[config.mk]
export PLATFORM = sky130hd
export DESIGN_NAME = binary_morph_3x3_top_flat
export DESIGN_NICKNAME = d
export VERILOG_FILES = /design/src/design/bmorph_pkg.sv /design/src/design/bmorph_if.sv /design/src/design/binary_morph_3x3_top.sv /design/src/design/bmorph_outq.sv /design/src/flat_wrapper.sv
export SDC_FILE = /design/constraint.sdc
export NUM_CORES = 2
export LEC_CHECK = 0
export ABC_CLOCK_PERIOD_IN_PS = 25700
export BUFFER_PORTS_ARGS = -buffer_cell sky130_fd_sc_hd__buf_2
export CAP_MARGIN = 20
export CORE_UTILIZATION = 25
export CTS_CLUSTER_SIZE = 40
export DETAILED_ROUTE_END_ITERATION = 16
export SLEW_MARGIN = 30
export SYNTH_ARGS = -nofsm -noshare
export SYNTH_HDL_FRONTEND = slang
export SYNTH_SLANG_ARGS = --single-unit
[constraint.sdc]
create_clock -name i_clk -period 25.7 [get_ports i_clk]
set_input_delay 3.855 -clock i_clk [delete_from_list [all_inputs] [get_ports i_clk]]
set_output_delay 3.855 -clock i_clk [all_outputs]
set_load 0.02 [all_outputs]
[src/design/bmorph_pkg.sv]
`timescale 1ns / 1ps
// Shared types and constants for the 3x3 binary morphology block.
// No dependencies; used by the result queue and the top level.

package bmorph_pkg;

    // Default largest frame width (row store depth)
    localparam int BMORPH_MAX_WIDTH = 1024;

    // APB address width: three 32-bit registers at byte offsets 0, 4, 8
    localparam int BMORPH_ADDR_W = 4;

    // Register indexes (paddr[3:2]); byte address is four times the index
    localparam logic [1:0] REG_WIDTH  = 2'd0;
    localparam logic [1:0] REG_HEIGHT = 2'd1;
    localparam logic [1:0] REG_MODE   = 2'd2;

    // op_mode codes
    localparam logic [1:0] MODE_ERODE    = 2'd0;
    localparam logic [1:0] MODE_DILATE   = 2'd1;
    localparam logic [1:0] MODE_BOUNDARY = 2'd2;
    localparam logic [1:0] MODE_UNUSED   = 2'd3;

    // Most results one pixel can cause
    localparam int BMORPH_MAX_RES = 4;
    localparam int BMORPH_RES_CW  = 3;

    // Result queue geometry (power of two depth)
    localparam int BMORPH_Q_DEPTH = 8;
    localparam int BMORPH_Q_AW    = 3;
    localparam int BMORPH_Q_CW    = 4;

    typedef struct packed {
        logic        pixel_out;
        logic [9:0]  out_col;
        logic [11:0] out_row;
        logic        frame_end;
    } t_result;

    // Words handed from the window logic to the queue in the same cycle
    typedef struct packed {
        logic [BMORPH_RES_CW-1:0]         count;
        t_result [BMORPH_MAX_RES-1:0]     word;
    } t_push;

endpackage

[src/design/bmorph_if.sv]
`timescale 1ns / 1ps
// Valid/ready stream interfaces for pixels in and morphology results out.
// Depends on nothing; the top level and the result queue use them.

interface bmorph_pix_if;
    logic valid;
    logic ready;
    logic pixel_in;

    modport source (output valid, output pixel_in, input ready);
    modport sink   (input valid, input pixel_in, output ready);
endinterface

interface bmorph_res_if;
    logic        valid;
    logic        ready;
    logic        pixel_out;
    logic [9:0]  out_col;
    logic [11:0] out_row;
    logic        frame_end;

    modport source (output valid, output pixel_out, output out_col, output out_row,
                    output frame_end, input ready);
    modport sink   (input valid, input pixel_out, input out_col, input out_row,
                    input frame_end, output ready);
endinterface

[src/design/binary_morph_3x3_top.sv]
`timescale 1ns / 1ps
// Top level of the streaming 3x3 binary erode / dilate / boundary block.
// Depends on bmorph_pkg, bmorph_if (stream interfaces) and bmorph_outq.

// Pixels arrive in raster order, one word per pixel, and each result word
// carries the operated center pixel with its column and row; pixels outside
// the frame count as background. The result for center (r-1, c-1) is formed
// when pixel (r, c) arrives, so row 0 gives no results, the last column adds
// the right-edge result, and the last row adds its own results as it streams
// in; the final pixel gives four words, the last flagged with frame_end. A
// pixel is taken every clock on all rows but the last unless the output
// stalls; its words enter the result queue at the accepting edge and, if it
// was empty, appear at the result port in the cycle after. On the last row
// each pixel but the first causes two results while the port drains at most
// one per clock, so the queue holds input back there, and the final pixel
// waits for four free slots in the eight-word queue. A pixel is accepted
// whenever the queue has room for its results, independent of the output stall.
// The row store holds no reset state and needs no clearing pass: row 0 and
// row 1 mask what they read from it. Registers (APB, 32-bit, pready always
// high): 0x0 frame_width, 0x4 frame_height, 0x8 op_mode (0 erode, 1 dilate,
// 2 boundary mark, 3 gives zero). Out-of-range sizes are clamped to
// 2..MAX_WIDTH and 2..4096; write them only while the block is idle.

module binary_morph_3x3_top #(
    parameter int MAX_WIDTH = bmorph_pkg::BMORPH_MAX_WIDTH
) (
    input  logic                                 i_clk,
    input  logic                                 i_rst_n,
    bmorph_pix_if.sink                           i_pix,
    bmorph_res_if.source                         o_res,
    input  logic                                 psel,
    input  logic                                 penable,
    input  logic                                 pwrite,
    input  logic [bmorph_pkg::BMORPH_ADDR_W-1:0] paddr,
    input  logic [31:0]                          pwdata,
    output logic [31:0]                          prdata,
    output logic                                 pready
);

    localparam int COL_W = (MAX_WIDTH > 2) ? $clog2(MAX_WIDTH) : 1;
    localparam int RES_CW = bmorph_pkg::BMORPH_RES_CW;

    // ------------------------------------------------------------------
    // Configuration registers
    // ------------------------------------------------------------------
    logic [10:0] r_width;
    logic [12:0] r_height;
    logic [1:0]  r_mode;
    logic        cfg_wr;

    assign pready = 1'b1;
    assign cfg_wr = psel && penable && pwrite && pready;

    always_ff @(posedge i_clk) begin
        if (!i_rst_n) begin
            r_width  <= 11'd1024;
            r_height <= 13'd1024;
            r_mode   <= bmorph_pkg::MODE_ERODE;
        end else if (cfg_wr) begin
            case (paddr[3:2])
                bmorph_pkg::REG_WIDTH:  r_width  <= pwdata[10:0];
                bmorph_pkg::REG_HEIGHT: r_height <= pwdata[12:0];
                bmorph_pkg::REG_MODE:   r_mode   <= pwdata[1:0];
                default: ;
            endcase
        end
    end

    always_comb begin
        case (paddr[3:2])
            bmorph_pkg::REG_WIDTH:  prdata = {21'd0, r_width};
            bmorph_pkg::REG_HEIGHT: prdata = {19'd0, r_height};
            bmorph_pkg::REG_MODE:   prdata = {30'd0, r_mode};
            default:                prdata = '0;
        endcase
    end

    // Clamp the frame size; keep the index of the last column and last row
    logic [COL_W-1:0] last_col;
    logic [11:0]      last_row_idx;

    always_comb begin
        if (r_width < 11'd2) begin
            last_col = COL_W'(1);
        end else if (32'(r_width) > 32'(MAX_WIDTH)) begin
            last_col = COL_W'(MAX_WIDTH - 1);
        end else begin
            last_col = COL_W'(32'(r_width) - 32'd1);
        end
        if (r_height < 13'd2) begin
            last_row_idx = 12'd1;
        end else if (r_height > 13'd4096) begin
            last_row_idx = 12'd4095;
        end else begin
            last_row_idx = 12'(r_height - 13'd1);
        end
    end

    // ------------------------------------------------------------------
    // Raster position, window and row store
    // ------------------------------------------------------------------
    logic [COL_W-1:0] r_col;
    logic [11:0]      r_row;
    logic [5:0]       r_win;     // [2:0] column c-1, [5:3] column c-2
    logic [1:0]       r_rd;      // row store entry for r_col, read ahead
    logic [1:0]       r_store [MAX_WIDTH];

    logic [COL_W-1:0] n_col;
    logic [11:0]      n_row;
    logic [5:0]       n_win;
    logic [COL_W-1:0] rd_addr;
    logic [COL_W-1:0] col_m1;
    logic             acc;
    logic             row_end;
    logic             last_row;
    logic             has_up;
    logic             has_left;
    logic [1:0]       prev;
    logic [2:0]       cur;
    logic [5:0]       win;
    logic [2:0]       left;
    logic [2:0]       mid;
    logic             sel_a, sel_b, sel_c, sel_d;
    logic [RES_CW-1:0] need;
    logic [bmorph_pkg::BMORPH_Q_CW-1:0] q_free;
    bmorph_pkg::t_push push;

    function automatic logic morph_eval(input logic [1:0] mode, input logic [2:0] l,
                                        input logic [2:0] m, input logic [2:0] rt);
        logic all_on;
        logic any_on;
        logic res;
        all_on = (l == 3'b111) && (m == 3'b111) && (rt == 3'b111);
        any_on = |(l | m | rt);
        case (mode)
            bmorph_pkg::MODE_ERODE:    res = all_on;
            bmorph_pkg::MODE_DILATE:   res = any_on;
            bmorph_pkg::MODE_BOUNDARY: res = m[1] && !all_on;
            default:                   res = 1'b0;
        endcase
        return res;
    endfunction

    assign row_end  = (r_col >= last_col);
    assign last_row = (r_row >= last_row_idx);
    assign has_up   = (r_row != 12'd0);
    assign has_left = (r_col != '0);
    assign col_m1   = r_col - COL_W'(1);

    // Mask store contents that belong to rows above the frame
    always_comb begin
        if (r_row == 12'd0) begin
            prev = 2'b00;
        end else if (r_row == 12'd1) begin
            prev = {1'b0, r_rd[0]};
        end else begin
            prev = r_rd;
        end
    end

    assign cur  = {prev, i_pix.pixel_in};
    assign win  = has_left ? r_win : 6'd0;
    assign left = win[5:3];
    assign mid  = win[2:0];

    assign sel_a = has_up && has_left;
    assign sel_b = has_up && row_end;
    assign sel_c = last_row && has_left;
    assign sel_d = last_row && row_end;
    assign need  = RES_CW'(sel_a) + RES_CW'(sel_b) + RES_CW'(sel_c) + RES_CW'(sel_d);

    // Take a pixel only when the queue can hold every result it causes
    assign i_pix.ready = (bmorph_pkg::BMORPH_Q_CW'(need) <= q_free);
    assign acc         = i_pix.valid && i_pix.ready;

    // Pack the selected results in schedule order
    always_comb begin
        logic [1:0] idx;
        idx        = 2'd0;
        push       = '0;
        push.count = acc ? need : '0;
        if (sel_a) begin
            push.word[idx] = '{pixel_out: morph_eval(r_mode, left, mid, cur),
                               out_col: 10'(col_m1), out_row: r_row - 12'd1,
                               frame_end: 1'b0};
            idx = idx + 2'd1;
        end
        if (sel_b) begin
            push.word[idx] = '{pixel_out: morph_eval(r_mode, mid, cur, 3'b000),
                               out_col: 10'(r_col), out_row: r_row - 12'd1,
                               frame_end: 1'b0};
            idx = idx + 2'd1;
        end
        if (sel_c) begin
            push.word[idx] = '{pixel_out: morph_eval(r_mode, {left[1:0], 1'b0},
                                                     {mid[1:0], 1'b0}, {cur[1:0], 1'b0}),
                               out_col: 10'(col_m1), out_row: r_row, frame_end: 1'b0};
            idx = idx + 2'd1;
        end
        if (sel_d) begin
            push.word[idx] = '{pixel_out: morph_eval(r_mode, {mid[1:0], 1'b0},
                                                     {cur[1:0], 1'b0}, 3'b000),
                               out_col: 10'(r_col), out_row: r_row, frame_end: 1'b1};
        end
    end

    // Advance the raster position; wrap the frame after the last row
    always_comb begin
        n_win = {mid, cur};
        if (row_end) begin
            n_col = '0;
            n_row = last_row ? 12'd0 : r_row + 12'd1;
        end else begin
            n_col = r_col + COL_W'(1);
            n_row = r_row;
        end
    end

    always_ff @(posedge i_clk) begin
        if (!i_rst_n) begin
            r_col <= '0;
            r_row <= '0;
            r_win <= '0;
        end else if (acc) begin
            r_col <= n_col;
            r_row <= n_row;
            r_win <= n_win;
        end
    end

    // Prefetch the entry for the next column so it is ready with the pixel
    assign rd_addr = acc ? n_col : r_col;

    always_ff @(posedge i_clk) begin
        if (acc) begin
            r_store[r_col] <= cur[1:0];
        end
        r_rd <= r_store[rd_addr];
    end

    bmorph_outq u_outq (
        .i_clk   (i_clk),
        .i_rst_n (i_rst_n),
        .i_push  (push),
        .o_free  (q_free),
        .o_res   (o_res)
    );

    a_col_wrap: assert property (@(posedge i_clk) disable iff (!i_rst_n)
        acc && row_end |=> r_col == '0)
        else $error("column did not wrap at row end");

    a_frame_wrap: assert property (@(posedge i_clk) disable iff (!i_rst_n)
        acc && row_end && last_row |=> r_row == 12'd0)
        else $error("row did not wrap at frame end");

    a_col_step: assert property (@(posedge i_clk) disable iff (!i_rst_n)
        acc && !row_end |=> r_col == $past(r_col) + COL_W'(1))
        else $error("column did not advance by one");

    a_hold: assert property (@(posedge i_clk) disable iff (!i_rst_n)
        !acc |=> $stable(r_col) && $stable(r_row))
        else $error("raster position moved without a pixel");

endmodule

[src/design/bmorph_outq.sv]
`timescale 1ns / 1ps
// Result queue: takes up to four result words per cycle, drains one per cycle while o_res.ready is high.
// Depends on bmorph_pkg and bmorph_res_if.

module bmorph_outq (
    input  logic                          i_clk,
    input  logic                          i_rst_n,
    input  bmorph_pkg::t_push             i_push,
    output logic [bmorph_pkg::BMORPH_Q_CW-1:0] o_free,
    bmorph_res_if.source                  o_res
);

    localparam int AW = bmorph_pkg::BMORPH_Q_AW;
    localparam int CW = bmorph_pkg::BMORPH_Q_CW;

    bmorph_pkg::t_result r_q [bmorph_pkg::BMORPH_Q_DEPTH];
    logic [AW-1:0]       r_rd;
    logic [AW-1:0]       r_wr;
    logic [CW-1:0]       r_count;
    logic                pop;

    assign pop    = o_res.valid && o_res.ready;
    assign o_free = CW'(bmorph_pkg::BMORPH_Q_DEPTH) - r_count;

    always_ff @(posedge i_clk) begin
        if (!i_rst_n) begin
            r_rd    <= '0;
            r_wr    <= '0;
            r_count <= '0;
        end else begin
            r_rd    <= r_rd + AW'(pop);
            r_wr    <= r_wr + AW'(i_push.count);
            r_count <= r_count + CW'(i_push.count) - CW'(pop);
        end
    end

    // Slots are independent; only the first count words land
    always_ff @(posedge i_clk) begin
        for (int k = 0; k < bmorph_pkg::BMORPH_MAX_RES; k++) begin
            if (bmorph_pkg::BMORPH_RES_CW'(k) < i_push.count) begin
                r_q[r_wr + AW'(k)] <= i_push.word[k];
            end
        end
    end

    assign o_res.valid     = (r_count != '0);
    assign o_res.pixel_out = r_q[r_rd].pixel_out;
    assign o_res.out_col   = r_q[r_rd].out_col;
    assign o_res.out_row   = r_q[r_rd].out_row;
    assign o_res.frame_end = r_q[r_rd].frame_end;

    a_no_overflow: assert property (@(posedge i_clk) disable iff (!i_rst_n)
        CW'(i_push.count) <= o_free)
        else $error("result queue overflow");

    a_count_bound: assert property (@(posedge i_clk) disable iff (!i_rst_n)
        r_count <= CW'(bmorph_pkg::BMORPH_Q_DEPTH))
        else $error("result queue count out of range");

endmodule
[src/flat_wrapper.sv]
// flat-port wrapper written by rule: the top's interface ports become plain ports
module binary_morph_3x3_top_flat 
#(
    parameter int MAX_WIDTH = bmorph_pkg::BMORPH_MAX_WIDTH
)
  (i_clk, i_rst_n, psel, penable, pwrite, paddr, pwdata, prdata, pready, i_pix_valid, i_pix_pixel_in, i_pix_ready, o_res_valid, o_res_pixel_out, o_res_out_col, o_res_out_row, o_res_frame_end, o_res_ready);
  bmorph_pix_if i_pix_i ();
  bmorph_res_if o_res_i ();
  input  logic i_clk;
  input  logic i_rst_n;
  input  logic psel;
  input  logic penable;
  input  logic pwrite;
  input  logic [bmorph_pkg::BMORPH_ADDR_W-1:0] paddr;
  input  logic [31:0] pwdata;
  output logic [31:0] prdata;
  output logic pready;
  input wire logic [$bits(i_pix_i.valid)-1:0] i_pix_valid;
  input wire logic [$bits(i_pix_i.pixel_in)-1:0] i_pix_pixel_in;
  output wire logic [$bits(i_pix_i.ready)-1:0] i_pix_ready;
  output wire logic [$bits(o_res_i.valid)-1:0] o_res_valid;
  output wire logic [$bits(o_res_i.pixel_out)-1:0] o_res_pixel_out;
  output wire logic [$bits(o_res_i.out_col)-1:0] o_res_out_col;
  output wire logic [$bits(o_res_i.out_row)-1:0] o_res_out_row;
  output wire logic [$bits(o_res_i.frame_end)-1:0] o_res_frame_end;
  input wire logic [$bits(o_res_i.ready)-1:0] o_res_ready;
  assign i_pix_i.valid = i_pix_valid;
  assign i_pix_i.pixel_in = i_pix_pixel_in;
  assign i_pix_ready = i_pix_i.ready;
  assign o_res_valid = o_res_i.valid;
  assign o_res_pixel_out = o_res_i.pixel_out;
  assign o_res_out_col = o_res_i.out_col;
  assign o_res_out_row = o_res_i.out_row;
  assign o_res_frame_end = o_res_i.frame_end;
  assign o_res_i.ready = o_res_ready;
  binary_morph_3x3_top #(.MAX_WIDTH(MAX_WIDTH)) u_core (.i_clk(i_clk), .i_rst_n(i_rst_n), .i_pix(i_pix_i), .o_res(o_res_i), .psel(psel), .penable(penable), .pwrite(pwrite), .paddr(paddr), .pwdata(pwdata), .prdata(prdata), .pready(pready));
endmodule
Word-level counts from Yosys, hierarchy flattened --
Memories as Yosys holds them, arrays and structs flattened. A register that Yosys moved wholly into a read port is not among the register bits. Index checks and enable logic that the tools add are counted.
Word-level totals: register bits after elaboration 64, RAM bits 2240, output and inout port bits 59, logic and storage cells 136, memories 2
Cells by class: add/sub/neg operators 19, order comparisons 17, equal/unequal tests 8, multiplexer cells 46, bitwise operators 6, reductions and logical operators 29
Memory list:
- u_core.r_store | depth 1024, bits a word 2, rd ports 1, clocked after Yosys merged registers in 1, write ports 1, RTL line binary_morph_3x3_top.sv:106 | logic [1:0] r_store [MAX_WIDTH];
- u_core.u_outq.r_q | depth 8, bits a word 24, rd ports 1, clocked after Yosys merged registers in 1, write ports 4, RTL line bmorph_outq.sv:16 | bmorph_pkg::t_result r_q [bmorph_pkg::BMORPH_Q_DEPTH];
Operators by type and width (count):
- $bwmux W96 | 3
- $mux W96 | 3
- $demux W24 S2 | 3
- $mux W24 | 4
- $mux W10 | 4
- $pmux W13 S3 | 1
- $mux W12 | 3
- $sub A12 B1 Y12 const B | 2
- $sub A10 B1 Y10 const B | 2
- $or A3 B3 Y3 | 6
- $logic_and A1 B1 Y1 | 14
- $mux W1 | 14
- $gt A13 B13 Y1 const B | 1
- $lt A13 B2 Y1 const B | 1
- $add A12 B1 Y12 const B | 1
- $eq A12 B1 Y1 const B | 1
- $ge A12 B12 Y1 | 1
- $logic_not A12 Y1 | 1
- $reduce_bool A12 Y1 | 1
- $reduce_or A3 Y1 | 4
- $gt A11 B11 Y1 const B | 1
- $lt A11 B2 Y1 const B | 1
- $add A10 B1 Y10 const B | 1
- $ge A10 B10 Y1 | 1
- other kinds (30) | 51

Logic depth before layout (Yosys ltp) --
depth after elaboration 15, mapped depth 39

Modules after synthesis --
From an unflattened synthesis, not the netlist that was laid out.
Second synthesis, totals: cells, all modules 9181, area, all modules 105317.3 um^2
By module, submodules not included:
- binary_morph_3x3_top | times used 1, cells each 7857, area an instance 92326.0 um^2
- bmorph_outq | times used 1, cells each 1324, area an instance 12991.2 um^2

Worst setup path before layout --
Ideal clock, no wire load.
path kind register to register, start register u_core.r_row[0], end memory u_core.u_outq.r_q[0][23] (netlist bit), data pin, setup time 180 ps, data arrival time 20191 ps, path slack 5329 ps, stages on the path, launching flop included 13, period minus slack after synthesis 20371 ps, cell sequence dfxtp_1 -> clkinv_1 -> ha_1 -> nor3b_1 -> nand3_1 -> and2_1 -> clkbuf_1 -> o31ai_1 -> a21boi_0 -> mux2i_1 -> mux2i_1 -> o22ai_1 -> a221oi_1
RTL lines:
- start, declared | RTL line binary_morph_3x3_top.sv:103 | logic [11:0] r_row;
- start signal, assigned | RTL line binary_morph_3x3_top.sv:226 | r_row <= n_row;
- end, declared | RTL line bmorph_outq.sv:16

Worst setup path after layout --
start register u_core.r_width[2], end register u_core.r_rd[0], read port of u_core.r_store
On the way: cells in the longest elaborated chain, start to end 11, elaborated cells between the ends (all ways) 15
Ends and longest elaborated chain:
- start, declared | RTL line binary_morph_3x3_top.sv:46 | logic [10:0] r_width;
- start signal, assigned | RTL line binary_morph_3x3_top.sv:61 | bmorph_pkg::REG_WIDTH: r_width <= pwdata[10:0];
- $sub A10 B1 Y10 or $gt A11 B11 Y1 (tied branches) | RTL line binary_morph_3x3_top.sv:88, binary_morph_3x3_top.sv:85
- $mux W10 | RTL line binary_morph_3x3_top.sv:85 | end else if (32'(r_width) > 32'(MAX_WIDTH)) begin
- $mux W10 (*) | RTL line binary_morph_3x3_top.sv:83 | if (r_width < 11'd2) begin
- $ge A10 B10 Y1 (*) | RTL line binary_morph_3x3_top.sv:144 | assign row_end = (r_col >= last_col);
- $logic_and A1 B1 Y1 | RTL line binary_morph_3x3_top.sv:167 | assign sel_b = has_up && row_end;
- $add A1 B1 Y2 | RTL line binary_morph_3x3_top.sv:170 | assign need = RES_CW'(sel_a) + RES_CW'(sel_b) + RES_CW'(sel_c) + RES_CW'(sel_d);
- $add A3 B1 Y3 (2 in series) | RTL line binary_morph_3x3_top.sv:170
- $le A3 B4 Y1 | RTL line binary_morph_3x3_top.sv:173 | assign i_pix.ready = (bmorph_pkg::BMORPH_Q_CW'(need) <= q_free);
- $logic_and A1 B1 Y1 | RTL line binary_morph_3x3_top.sv:174 | assign acc = i_pix.valid && i_pix.ready;
- $mux W10 (*) | RTL line binary_morph_3x3_top.sv:232 | assign rd_addr = acc ? n_col : r_col;
- end, declared | RTL line binary_morph_3x3_top.sv:105 | logic [1:0] r_rd;
Every way passes the cells marked *; elsewhere a longest branch is shown, timed or not. A chain may end at the register's enable or synchronous reset.

==> impl_metrics.ini <==
[logic_synthesis]
synth_edf_count = 2240
ys_warn_count = 0
syn_avg_cell_area_um2 = 12.4
synth_common_cells = edfxtp_1 (2240), nand2_1 (1358), nor2_1 (1219)
synth_top_area_share_pct = 65.0
synth.area.top_cells = edfxtp_1 (65%), nand2_1 (4.9%), nor2_1 (4.4%)
yosys.area.top_type = edfxtp_1
synth_seq_cells = 2306
synth_most_common_cell = edfxtp_1
synth_area_mm2 = 0.103
synth_top_flop_cell = edfxtp_1
ys_types = 95
async_flop_share_pct = 0
synthCells = 8365
yosysSeqAreaShare_pct = 66.3

[place]
portBuffers = 61
gp_congestion = 0.917
dp_hpwl_um = 186000

[power]
p_sw_uw = 3390
pwr-share-comb_pct = 26.9
total_power_uw = 10200
seqPwrFrac_pct = 40.7
swShare_pct = 33.4
irDropWorstVdd_v = 0.000122
pwr-share-clk_pct = 32.4
p_int_uw = 6780
p_leak_uw = 0.0384
powerDensity_mw_per_mm2 = 86.5

[floorplan]
dieArea_mm2 = 0.416
floorplan.initialDensity_pct = 25.2
pin_count = 103
die_width_um = 645
rows = 235
core-area_mm2 = 0.411
chipHeight_um = 645

[sta]
slew_viol_final = 0
setup_viol = 0
rsz0062_at_grt = false
fin_tns_setup_ps = 0
fin_skew_ps = 91.4
max_freq_mhz = 77.8
fin_crit_ps = 12850
relSlewSlack_pct = 24.2
final_hold_viol_count = 0
fin_crit_sh_pct = 50.0
worstMarginPinSlew_ps = 1130

[worst_setup_path]
worst_setup_path_end_kind = flop
ff2ff_path_depth = 30
r2r_setup_slack_ps = 12850
criticalPathCategory = reg2reg
startpoint_type = flop
crit_required_ps = 26490
arrival_ps = 13640
crit_slowest_cell = buf_4
slowest_delay_ps = 780
cp_max_fo = 128

[detailed_routing]
vias_per_cell = 5.14
drt_pass1_iterations = 6
antenna_left = 0
wl_per_cell_um = 24.0
wl_um = 333000
drt-initial-drc-count = 10299
drc = 0
vias = 71103

[finish]
drive_gt1_share_pct = 11.0
multi_input_area_mm2 = 0.0322
final_nets = 8315
seq_area_mm2 = 0.0686
fillers = 41650
area_growth_pct = 13.6

[clocking]
post_cts_resized = 0
cts_sinks = 2306
path_clk_slew_ps = 60
insertion_delay_ps = 940
clock_path_buffers = 4
cts-buffers-inserted = 232
cts_root_buffer = clkbuf_16
post_cts_buffers = 0
htree_levels = 4
hold_buffers = 0
cts_tree = done

[run]
drv_cap = 0

[global_route]
grt_pass1_vias = 67762
grt_pass1_wl_um = 474000
antenna_found_initial = 22
grt.total_usage_pct = 15.3
gr-total-overflow = 0
grt_start_max_net_pins = 218

[outcome]
outcome = finished clean

[hold_path]
min_path_type = reg2reg
hold_depth = 2
==> power by group through the flow <==
stage                     Combinational [uW]  Clock [uW]  Sequential [uW]
final                                   2740        3300             4130
after detailed placement                2710           0             4210
after global placement                  2700           0             4210
after global routing                    2900        3460             4130
after CTS                               2720        3330             4130
after floorplan                         1900           0             4190
==> final timing paths <==
kind	start	to
max	u_core.r_width[2]	u_core.r_rd[0]
min	u_core.r_win[1]	u_core.r_win[1]
max reg2reg	u_core.r_width[2]	u_core.r_rd[0]
min reg2reg	u_core.r_win[1]	u_core.r_win[1]
==> registers in the layout (all words and copies together) (netlist names), 3 cells and up <==
signal and count:
u_core.r_store 2048, u_core.u_outq.r_q 192, u_core.r_height 13, u_core.r_row 12
u_core.r_width 11, u_core.r_col 10, u_core.r_win 6, u_core.u_outq.r_count 4
u_core.u_outq.r_rd 3, u_core.u_outq.r_wr 3
==> worst max-delay path, delay by kind of cell (launching register included) <==
family	cells	cell delay (ps)
flops	1	360
simple gates	10	3700
fa+ha+maj	4	1580
buf+inv	6	3040
mux	1	580
compound gates	9	3310
==> cell usage in the layout, fill, tap and decap left out, types with 34 or more instances in the layout <==
cell / count
edfxtp_1: 2240
nand2_1: 1333
nor2_1: 1209
nand3_1: 499
mux2i_1: 381
clkbuf_16: 235
o211ai_1: 213
a21oi_1: 194
buf_4: 193
o221ai_1: 119
o21ai_0: 111
mux4_2: 110
mux2_2: 100
o22ai_1: 98
inv_1: 94
buf_2: 60
dfxtp_1: 60
a22oi_1: 56
clkbuf_1: 55
ha_1: 54
nor4_1: 50
clkinv_1: 47
nor3_1: 42
and2_1: 39
and3_1: 39
a311oi_1: 38
clkinv_2: 37
a221oi_1: 34
==> logic make-up after synthesis <==
logic type,share of synthesized area [%]
XOR/XNOR,0.373
adder cells (fa/ha/maj),0.721
multiplexers,7.19
AND/OR/NAND/NOR,13.7
AO/OA/AOI/OAI,8.34
flip-flops,66.3
buffers and inverters,3.33
other,0.00726
==> area by class of cell <==
class	instances	area share (%)
clock buffers	292	5.20
diodes	5	0.0106
well taps	5451	5.80
clock inverters	117	0.915
flip-flops and latches	2306	58.4
repair buffers	282	1.94
multi-input cells	5297	27.4
inverters	95	0.303
==> stage by stage <==
step | instance area, um^2 | instances | util [%] | setup slack [ps] | hold slack [ps]
6_report | 118000 | 13845 | 28.6 | 12850 | 485
2_1_floorplan | 104000 | 8383 | - | 5330 | 457
3_5_place_dp | 110000 | 13427 | 26.8 | 12930 | 477
3_3_place_gp | 110000 | 13422 | 26.8 | 13100 | 471
5_1_grt | 117000 | 13840 | 28.6 | 12160 | 508
4_1_cts | 117000 | 13836 | 28.6 | 12940 | 484
==> layer usage <==
metal / GRT usage (%) / vias up / routed length, um
li1: - / 30822 / -
met1: 20.6 / 35805 / 132000
met2: 24.8 / 3763 / 154000
met3: 2.73 / 707 / 34100
met4: 5.10 / 6 / 12500
met5: 0 / - / 34
(Power assumes the default switching activity.)
